$ cat src/hdl/bis_pkg.sv
// shared types and constants for the bilinear image sampler
package bis_pkg;

  localparam int unsigned COORD_W   = 18;
  localparam int unsigned PIX_W     = 8;
  localparam int unsigned OUT_W     = 16;
  localparam int unsigned SIZE_W    = 9;
  localparam int unsigned CFG_IDX_W = 2;

  localparam logic [SIZE_W-1:0] SIZE_RESET = 9'd256;
  localparam logic [OUT_W-1:0]  OUT_MAX    = 16'hFFFF;

  localparam logic [CFG_IDX_W-1:0] CFG_IMAGE_COLS = 2'd0;
  localparam logic [CFG_IDX_W-1:0] CFG_IMAGE_ROWS = 2'd1;

  typedef enum logic {
    OP_WRITE  = 1'b0,
    OP_SAMPLE = 1'b1
  } op_e;

  // parity of the clamped corner indices, selects the bank of each corner
  typedef struct packed {
    logic x0_odd;
    logic x1_odd;
    logic y0_odd;
    logic y1_odd;
  } corner_sel_t;

endpackage

$ cat src/hdl/bis_blend.sv
// two-stage bilinear blend: horizontal lerps, then vertical lerp with truncation
module bis_blend #(
  parameter int unsigned FRAC_BITS = 8
) (
  input  logic                              clk_i,
  input  logic                              rst_ni,
  input  logic                              en_i,
  input  logic                              rd_en_i,
  input  logic [FRAC_BITS-1:0]              frac_x_i,
  input  logic [FRAC_BITS-1:0]              frac_y_i,
  input  logic [3:0][bis_pkg::PIX_W-1:0]    rd_data_i,
  input  bis_pkg::corner_sel_t              rd_sel_i,
  output logic                              out_valid_o,
  output logic [bis_pkg::OUT_W-1:0]         out_value_o
);

  localparam int unsigned TW = bis_pkg::PIX_W + FRAC_BITS;
  localparam int unsigned LW = bis_pkg::PIX_W + FRAC_BITS + 3;
  localparam int unsigned SW = TW + FRAC_BITS + 3;
  localparam int unsigned RW = (TW > bis_pkg::OUT_W) ? TW : bis_pkg::OUT_W + 1;

  logic                 v1_q, v2_q, out_valid_q;
  logic [FRAC_BITS-1:0] a1_q, b1_q, b2_q;
  logic [TW-1:0]        top_q, bot_q;
  logic [bis_pkg::OUT_W-1:0] out_value_q;

  logic [bis_pkg::PIX_W-1:0] f0, f1, f2, f3;
  logic signed [LW-1:0] aw, top_s, bot_s;
  logic signed [SW-1:0] bw, top_w, bot_w, sum_s;
  logic [RW-1:0]        res;
  logic [bis_pkg::OUT_W-1:0] out_value_d;

  assign f0 = rd_data_i[{rd_sel_i.y0_odd, rd_sel_i.x0_odd}];
  assign f1 = rd_data_i[{rd_sel_i.y0_odd, rd_sel_i.x1_odd}];
  assign f2 = rd_data_i[{rd_sel_i.y1_odd, rd_sel_i.x0_odd}];
  assign f3 = rd_data_i[{rd_sel_i.y1_odd, rd_sel_i.x1_odd}];

  // f0 * S + (f1 - f0) * a
  assign aw    = $signed(LW'(a1_q));
  assign top_s = ($signed(LW'(f0)) <<< FRAC_BITS)
                 + ($signed(LW'(f1)) - $signed(LW'(f0))) * aw;
  assign bot_s = ($signed(LW'(f2)) <<< FRAC_BITS)
                 + ($signed(LW'(f3)) - $signed(LW'(f2))) * aw;

  // top * S + (bot - top) * b, then drop the fraction bits
  assign bw    = $signed(SW'(b2_q));
  assign top_w = $signed(SW'(top_q));
  assign bot_w = $signed(SW'(bot_q));
  assign sum_s = (top_w <<< FRAC_BITS) + (bot_w - top_w) * bw;
  assign res   = RW'(sum_s[TW+FRAC_BITS-1:FRAC_BITS]);

  always_comb begin
    if (res > RW'(bis_pkg::OUT_MAX)) begin
      out_value_d = bis_pkg::OUT_MAX;
    end else begin
      out_value_d = res[bis_pkg::OUT_W-1:0];
    end
  end

  always_ff @(posedge clk_i or negedge rst_ni) begin
    if (!rst_ni) begin
      v1_q        <= 1'b0;
      v2_q        <= 1'b0;
      out_valid_q <= 1'b0;
    end else if (en_i) begin
      v1_q        <= rd_en_i;
      v2_q        <= v1_q;
      out_valid_q <= v2_q;
    end
  end

  always_ff @(posedge clk_i) begin
    if (rd_en_i) begin
      a1_q <= frac_x_i;
      b1_q <= frac_y_i;
    end
    if (en_i && v1_q) begin
      top_q <= top_s[TW-1:0];
      bot_q <= bot_s[TW-1:0];
      b2_q  <= b1_q;
    end
    if (en_i && v2_q) begin
      out_value_q <= out_value_d;
    end
  end

  assign out_valid_o = out_valid_q;
  assign out_value_o = out_value_q;

endmodule

$ cat config.mk
export PLATFORM = sky130hd
export DESIGN_NAME = bis_blend
export DESIGN_NICKNAME = d
export VERILOG_FILES = /design/src/hdl/bis_pkg.sv /design/src/hdl/bis_blend.sv
export SDC_FILE = /design/constraint.sdc
export NUM_CORES = 1
export LEC_CHECK = 0
export BUFFER_PORTS_ARGS = -buffer_cell sky130_fd_sc_hd__buf_2
export CORE_MARGIN = 2
export CORE_UTILIZATION = 60
export DETAILED_ROUTE_END_ITERATION = 12
export GPL_TIMING_DRIVEN = 1
export PLACE_DENSITY = 0.78
export REMOVE_ABC_BUFFERS = 1
export SLEW_MARGIN = 25
export SYNTH_ARGS = -nofsm -noshare
export SYNTH_HDL_FRONTEND = slang
export SYNTH_SLANG_ARGS = --single-unit
$ cat constraint.sdc
create_clock -name clk_i -period 21 [get_ports clk_i]
set_input_delay 1.05 -clock clk_i [delete_from_list [all_inputs] [get_ports clk_i]]
set_output_delay 1.05 -clock clk_i [all_outputs]
set_load 0.03 [all_outputs]
==> impl_metrics.toml, run 1 <==
[grt]
grt_pass1_vias = 11200
grt_max_degree = 41
overflow = 0
grt_first_pass_wirelength_um = 52600
antenna_found_initial = 0
grt_usage_pct = 25.3

[worst_setup_path]
cp.required_ns = 21.09
cp-end-kind = "flop"
timing.critical_path.buf_inv = 4
cp_num_cells = 28
worstReg2RegStart = "top_q[0]"
cp.arrival_ns = 8.40
crit_fanout = 24
slowest_delay_ns = 0.62
crit_end = "bot_q[15]"
cp-start-kind = "input port"
ff2ff_path_depth = 26
cpMaxStageDelayCell = "mux4_2"
path_common_cell = "fa_1"
cp-startpoint = "rd_sel_i[3]"
critical_path_class = "in -> reg"
worst_r2r_endpoint = "out_value_o[15]"
rrSetupSlack_ns = 13.24
crit_family = "adder cells"

[logic_synthesis]
synth_top_cells_by_count = "inv_1, fa_1, nand2_1"
yosysTopAreaCell = "fa_1"
synthFlopType = "edfxtp_1"
yosysMostFrequentCell = "inv_1"
synth_warnings = 0
ys_seq_elements = 75
synthArstFlopShare_pct = 4.00
synth_top_cell_area_share_pct = 33.0
synthTopCellsByArea = "fa_1, edfxtp_1, ha_1"
synth-edff-count = 72
synthesis.area_um2 = 14800
synthCells = 1524
ys_seq_area_share_pct = 15.1
avgSynthCellArea_um2 = 9.70
synth_cell_type_count = 57

[timing]
rsz0062_at_grt = "false"
hold_viol = 0
period_share_pct = 39.6
fin_ws_ns = 12.69
finClkSkew_ns = 0.0129
fmax_mhz = 120
slew_violations = 0
tightest_slew_ns = 0.924
slew_headroom_pct = 38.4
tns_ns = 0
setup_viol_count_final = 0
fin_crit_ns = 8.31

[clock_tree]
h-tree-depth = 3
hold_buffers = 0
clk_path_buf_depth = 2
post_cts_buffers = 0
worstSkewPairLatency_ns = 0.34
clock_sinks = 75
clk_pin_slew_ns = 0.07
cts_tree = "built"
cts_buffers = 9
cts_root_buffer = "clkbuf_16"
cts_resized = 0

[cells_and_area]
stdcell_count = 1894
fillers = 1969
antenna_cells = 0
drive_gt1_share_pct = 9.30
areaGrowthSynthToFinish_pct = 6.20
layout.nets = 2010
final_area_um2 = 15700

[floorplanning]
start_util_pct = 61.0
ios = 73
die_w_um = 161
die_area_um2 = 25900
die_h_um = 161
rows = 57
core_um2 = 24200

[place]
dp_hpwl_um = 25000
place_area_um2 = 15400
placed_cells = 1878
gp_congestion = 0.875
io_buffers = 72
pre_cts_slack_ns = 12.38

[routing]
avgViaCountPerCell = 5.42
drc = 0
routed_wl_um = 30700
wl_per_cell_um = 16.2
drtIter0Drc = 531
vias = 10300
drtAntennaViolNets = 0
firstDrtPassIters = 5

[job]
max_cap_viol_count = 0

[outcome]
status = "finished clean"

[hold_path]
hold_class = "reg -> reg"
## final cells by class
type | count | area, um^2 | share of cell area (%)
clock buffer | 9 | 225 | 1.43
clock inverter | 7 | 82.6 | 0.526
inverter | 349 | 1310 | 8.34
multi-input combinational | 1057 | 11100 | 70.5
sequential | 75 | 2240 | 14.2
tap | 324 | 405 | 2.58
timing repair buffer | 73 | 368 | 2.34
## per-layer routing
metal | vias to the layer above | GRT usage, % | share of wire (%)
li1 | 4774 | - | -
met1 | 5132 | 31.5 | 40
met2 | 304 | 46.5 | 53
met3 | 63 | 1.89 | 4.3
met4 | 0 | 9.25 | 3.0
met5 | - | 0 | 0
## sequential cells by signal (all words and copies together) (netlist names)
| name | flops |
|---|---|
| v2_q | 1 |
| b2_q | 8 |
| a1_q | 8 |
| bot_q | 16 |
| top_q | 16 |
| out_valid_o | 1 |
| out_value_o | 16 |
| v1_q | 1 |
| b1_q | 8 |
## through the flow
| step | hold WS (ns) | util, % |
|---|---|---|
| finish | 0.419 | 64.7 |
| global route | 0.425 | 64.7 |
| CTS | 0.417 | 64.7 |
| detailed placement | 0.405 | 63.5 |
| global placement | 0.403 | 63.5 |
| floorplan | 0.400 | - |
## cells in the final DEF, fill, tap and decap left out, types with 3 or more instances in the layout
| master | netlist | final |
|---|---|---|
| inv_1 | 349 | 349 |
| fa_1 | 244 | 244 |
| nand2_1 | 167 | 167 |
| ha_1 | 145 | 145 |
| and2_1 | 99 | 98 |
| edfxtp_1 | 72 | 72 |
| buf_2 | 3 | 72 |
| xnor2_1 | 56 | 56 |
| nor2b_1 | 49 | 49 |
| nor2_1 | 35 | 35 |
| nand2b_1 | 35 | 35 |
| a21oi_1 | 32 | 32 |
| o21ai_0 | 26 | 26 |
| mux2_2 | 23 | 23 |
| xor2_1 | 21 | 21 |
| mux2i_1 | 18 | 18 |
| nor3_1 | 16 | 16 |
| mux4_2 | 16 | 16 |
| a21o_1 | 9 | 9 |
| clkbuf_16 | 0 | 9 |
| nand3_1 | 7 | 7 |
| o21bai_1 | 7 | 7 |
| o21a_1 | 5 | 5 |
| a21boi_1 | 4 | 4 |
| a31oi_1 | 3 | 3 |
| a21oi_2 | 3 | 3 |
| dfrtp_1 | 3 | 3 |
## cells by family (layout without fill, tap and decap cells)
logic type / Yosys count / after routing / share of synthesized area [%]
compound gates: 111 / 111 / 5.13
xor+xnor: 78 / 78 / 4.67
fa+ha+maj: 389 / 389 / 45.3
buf+inv: 392 / 438 / 9.98
flops: 75 / 75 / 15.1
mux: 59 / 59 / 5.56
simple gates: 420 / 420 / 14.2
## worst min-delay path by stage
stage / startpoint / end / slack (ns) / cells after the start
2_1_floorplan: b1_q[0] / b2_q[0] / 0.40 / 0
3_3_place_gp: b1_q[3] / b2_q[3] / 0.40 / 0
3_5_place_dp: b1_q[7] / b2_q[7] / 0.40 / 0
4_1_cts: b1_q[6] / b2_q[6] / 0.42 / 0
5_1_grt: b1_q[3] / b2_q[3] / 0.43 / 0
6_report: b1_q[6] / b2_q[6] / 0.42 / 0
Power of run 1 is left out: the tool's default activity adds up to more than one toggle a clock period on the data nets, which glitch-free logic cannot reach.
==> run 2: changes to the inputs <==
- clock period: 21 -> 8.45 ns (I/O delays scaled with it)
==> run 2 against run 1 <==
Flip-flop and latch count stayed put; critical path depth is 1 lower; routed wire length is 0.61% lower; utilization is 0.18 points higher; register-to-register slack worse by 13 ns; highest routed layer unchanged; global-route usage hardly changed; clock-buffer cell count stayed put.
==> impl_metrics.toml, run 2 (synthesized netlist as in run 1, its figures left out) <==
[outcome]
status = "finished clean"

[grt]
overflow = 0
grt_pass1_vias = 11100
antenna_found_initial = 0
grt_usage_pct = 25.4
grt_max_degree = 41
grt_first_pass_wirelength_um = 52600

[cells_and_area]
final_common_cell = "inv_1"
antenna_cells = 0
layout.nets = 2017
drive_gt1_share_pct = 9.64
areaGrowthSynthToFinish_pct = 6.49
layout_common_cells = "inv_1, fa_1, nand2_1"

[timing]
period_share_pct = 91.6
slew_violations = 0
finClkSkew_ns = 0.0117
rsz0062_at_grt = "false"
fin_crit_ns = 7.74
slew_headroom_pct = 37.3
tightest_slew_ns = 0.940
setup_viol_count_final = 0
tns_ns = 0
hold_viol = 0
fin_ws_ns = 0.712
fmax_mhz = 129

[worst_setup_path]
cp-end-kind = "flop"
rrSetupSlack_ns = 0.71
worst_r2r_endpoint = "out_value_o[15]"
worstReg2RegStart = "top_q[0]"
cp.required_ns = 8.54
ff2ff_path_depth = 27
crit_fanout = 8
cp.arrival_ns = 7.83
critical_path_class = "reg -> reg"
cp-start-kind = "flop"

[hold_path]
hold_class = "in -> reg"
min-delay-start = "frac_x_i[3]"
hold_end = "a1_q[3]"
hold_depth = 1

[floorplanning]
die_w_um = 161
ios = 73
core_um2 = 24200
die_h_um = 161
die_area_um2 = 25900
start_util_pct = 61.0
rows = 57

[routing]
avgViaCountPerCell = 5.33
drtAntennaViolNets = 0
vias = 10100
routed_wl_um = 30500
drc = 0
firstDrtPassIters = 5
drtIter0Drc = 448
wl_per_cell_um = 16.0

[place]
pre_cts_slack_ns = 0.528
dp_hpwl_um = 25100
gp_congestion = 0.882
io_buffers = 72

[job]
max_cap_viol_count = 0

[clock_tree]
h-tree-depth = 3
cts_tree = "built"
clk_pin_slew_ns = 0.07
cts_root_buffer = "clkbuf_16"
clock_sinks = 75
worstSkewPairLatency_ns = 0.34
cts_buffers = 9
cts_resized = 0
clk_path_buf_depth = 2
-- run 2: cell count changes in the layout (fill, tap and decap cells not counted), sizes merged --
cell	delta
bufinv	-1
dlygate4sd3	+1
clkinvlp	-1
clkinv	+2
buf	+6
-- run 2: cell type report --
cell class	instances	area, um^2
multi-input cells	1057	11100
clock buffers	9	225
well taps	324	405
repair buffers	80	423
clock inverters	7	70.1
inverters	349	1310
flip-flops and latches	75	2240
fillers	1936	8510
-- run 2: routing by layer --
layer	share of wire, %	routed length, um	GRT usage (%)	vias to the layer above
met2	53	16200	47.1	241
met5	0	0	0	-
met4	3.2	988	8.89	0
met1	40	12200	31.0	5049
li1	-	-	-	4790
met3	3.6	1100	2.17	53
-- run 2: metrics by stage --
step                cell area, um^2  std cells  util (%)  hold slack (ns)
floorplan                     14600       1481         -            0.127
global placement              15400       1884      63.7            0.218
detailed placement            15400       1884      63.7            0.220
CTS                           15700       1901      64.9            0.243
global route                  15700       1901      64.9            0.241
finish                        15700       1901      64.9            0.249
-- run 2: worst max-delay path: stages, from the launching register on --
cell,delay (ns)
edfxtp_1,0.46
ha_1,0.28
fa_1,0.41
nor2b_1,0.22
o2111ai_1,0.17
nand3_1,0.16
nand2_1,0.10
o31a_1,0.28
o21a_1,0.22
xnor2_2,0.36
nand2_1,0.16
fa_1,0.58
inv_1,0.05
fa_1,0.48
fa_1,0.53
fa_1,0.52
inv_1,0.05
fa_1,0.47
inv_1,0.05
ha_1,0.34
a211oi_1,0.21
o21ai_0,0.15
a31o_2,0.25
a41o_1,0.33
o221ai_2,0.25
o21ba_1,0.16
xnor2_1,0.13
xnor2_1,0.08
-- run 2: how the worst max path moves through the flow --
stage	end	start	slack [ns]	cells after the start
4_1_cts	out_value_o[15]	top_q[1]	0.71	27
5_1_grt	out_value_o[15]	top_q[0]	0.23	26
3_3_place_gp	top_q[15]	rd_sel_i[1]	0.64	29
6_report	out_value_o[15]	top_q[0]	0.71	27
2_1_floorplan	top_q[15]	rd_sel_i[1]	1.45	28
3_5_place_dp	top_q[15]	rd_sel_i[1]	0.53	29
-- run 2: what timing repair did --
action / 4_1_cts / 5_1_grt
hold endpoints to repair: 3 / 0
setup buffers: 0 / 0
hold buffers: 1 / 0
Power of run 2 is left out for the same reason.
==> run 3: changes to the inputs <==
- clock period: 8.45 -> 8.9 ns (I/O delays scaled with it)
==> run 3 against run 2 <==
Sequential share of layout area about the same; critical path depth down 1; clock skew is 0.0054 ns higher; fmax fell by 0.60%; global-route usage fell by 0.20 points; cell count down 0.21%; worst setup slack improved by 0.40 ns; critical path type unchanged.
==> impl_metrics.toml, run 3 (synthesized netlist as in run 1, its figures left out) <==
[floorplanning]
start_util_pct = 61.0
core_um2 = 24200
die_h_um = 161
ios = 73
die_w_um = 161
rows = 57
die_area_um2 = 25900

[clock_tree]
clk_pin_slew_ns = 0.07
clock_sinks = 75
h-tree-depth = 3
clk_path_buf_depth = 2
cts_root_buffer = "clkbuf_16"
cts_buffers = 9
cts_tree = "built"
worstSkewPairLatency_ns = 0.35
post_cts_buffers = 0
cts_resized = 0
hold_buffers = 1

[timing]
tns_ns = 0
tightest_slew_ns = 0.914
rsz0062_at_grt = "false"
hold-worst-slack_ns = 0.263
fin_crit_ns = 7.78
hold_viol = 0
setup_viol_count_final = 0
slew_headroom_pct = 39.1
finClkSkew_ns = 0.0171
period_share_pct = 87.5
slew_violations = 0
fmax_mhz = 128

[routing]
avgViaCountPerCell = 5.41
firstDrtPassIters = 5
routed_wl_um = 30300
drtAntennaViolNets = 0
vias = 10300
wl_per_cell_um = 15.9
drtIter0Drc = 537
drc = 0

[cells_and_area]
fillers = 1961
drive_gt1_share_pct = 9.41
layout_common_cells = "inv_1, fa_1, nand2_1"
antenna_cells = 0
utilization_pct = 64.8
areaGrowthSynthToFinish_pct = 6.25
layout.nets = 2013
seqCellArea_um2 = 2240
multi_input_area_um2 = 11100
final_common_cell = "inv_1"

[grt]
grt_max_degree = 41
overflow = 0
grt_usage_pct = 25.2
grt_pass1_vias = 11100
grt_first_pass_wirelength_um = 52500
antenna_found_initial = 0

[worst_setup_path]
cp.arrival_ns = 7.88
cp-end-kind = "flop"
path_common_cell = "fa_1"
cp-start-kind = "flop"
slowest_delay_ns = 0.65
crit_fanout = 8
critical_path_class = "reg -> reg"
cpMaxStageDelayCell = "xnor2_1"
cp.required_ns = 9.00

[job]
max_cap_viol_count = 0

[place]
io_buffers = 72
dp_hpwl_um = 24800
gp_congestion = 0.875

[outcome]
status = "finished clean"

[hold_path]
hold_class = "in -> reg"
==> run 3: changes by cell type in the layout (fill, tap and decap cells not counted), sizes merged <==
cell	previous run	this run
inv	352	354
clkinv	3	1
buf	79	75
==> run 3: through the flow <==
| stage | area (um^2) | instances | setup WS (ns) |
|---|---|---|---|
| 2_1_floorplan | 14600 | 1481 | 1.88 |
| 3_3_place_gp | 15400 | 1880 | 1.10 |
| 3_5_place_dp | 15400 | 1880 | 0.899 |
| 4_1_cts | 15700 | 1897 | 1.16 |
| 5_1_grt | 15700 | 1897 | 0.680 |
| 6_report | 15700 | 1897 | 1.12 |
==> run 3: path summary, 6_finish.rpt <==
kind | slack, ns | depth (start not counted) | endpoint | from
min in group asynchronous | 0.41 | 2 | v1_q | rst_ni
hold reg to reg | 0.41 | 0 | b2_q[7] | b1_q[7]
setup / recovery | 1.12 | 26 | out_value_o[15] | top_q[0]
max in group asynchronous | 8.39 | 2 | out_valid_o | rst_ni
hold / removal | 0.26 | 1 | a1_q[0] | frac_x_i[0]
setup reg to reg | 1.12 | 26 | out_value_o[15] | top_q[0]
==> run 3: layout make-up <==
cell class | instances | area share (%)
Clock buffer | 9 | 1.43
Clock inverter | 7 | 0.414
Inverter | 349 | 8.34
Multi-Input combinational cell | 1057 | 70.5
Sequential cell | 75 | 14.2
Tap cell | 324 | 2.58
Timing Repair Buffer | 76 | 2.50
==> run 3: routing by layer <==
metal	up-vias	wire length [um]	GRT usage, %
met1	5197	12200	30.9
met4	0	828	8.28
met2	242	16100	46.8
met5	-	0	0
li1	4775	-	-
met3	53	1110	2.12
==> run 3: worst max-delay path, delay by kind of cell, from the launching register on <==
kind	cells	cell delay, ns
AND/OR/NAND/NOR	4	0.68
adder cells (fa/ha/maj)	8	3.57
XOR/XNOR	3	0.87
flip-flops	1	0.46
AO/OA/AOI/OAI	8	1.81
buffers and inverters	3	0.16
Power of run 3 is left out for the same reason.
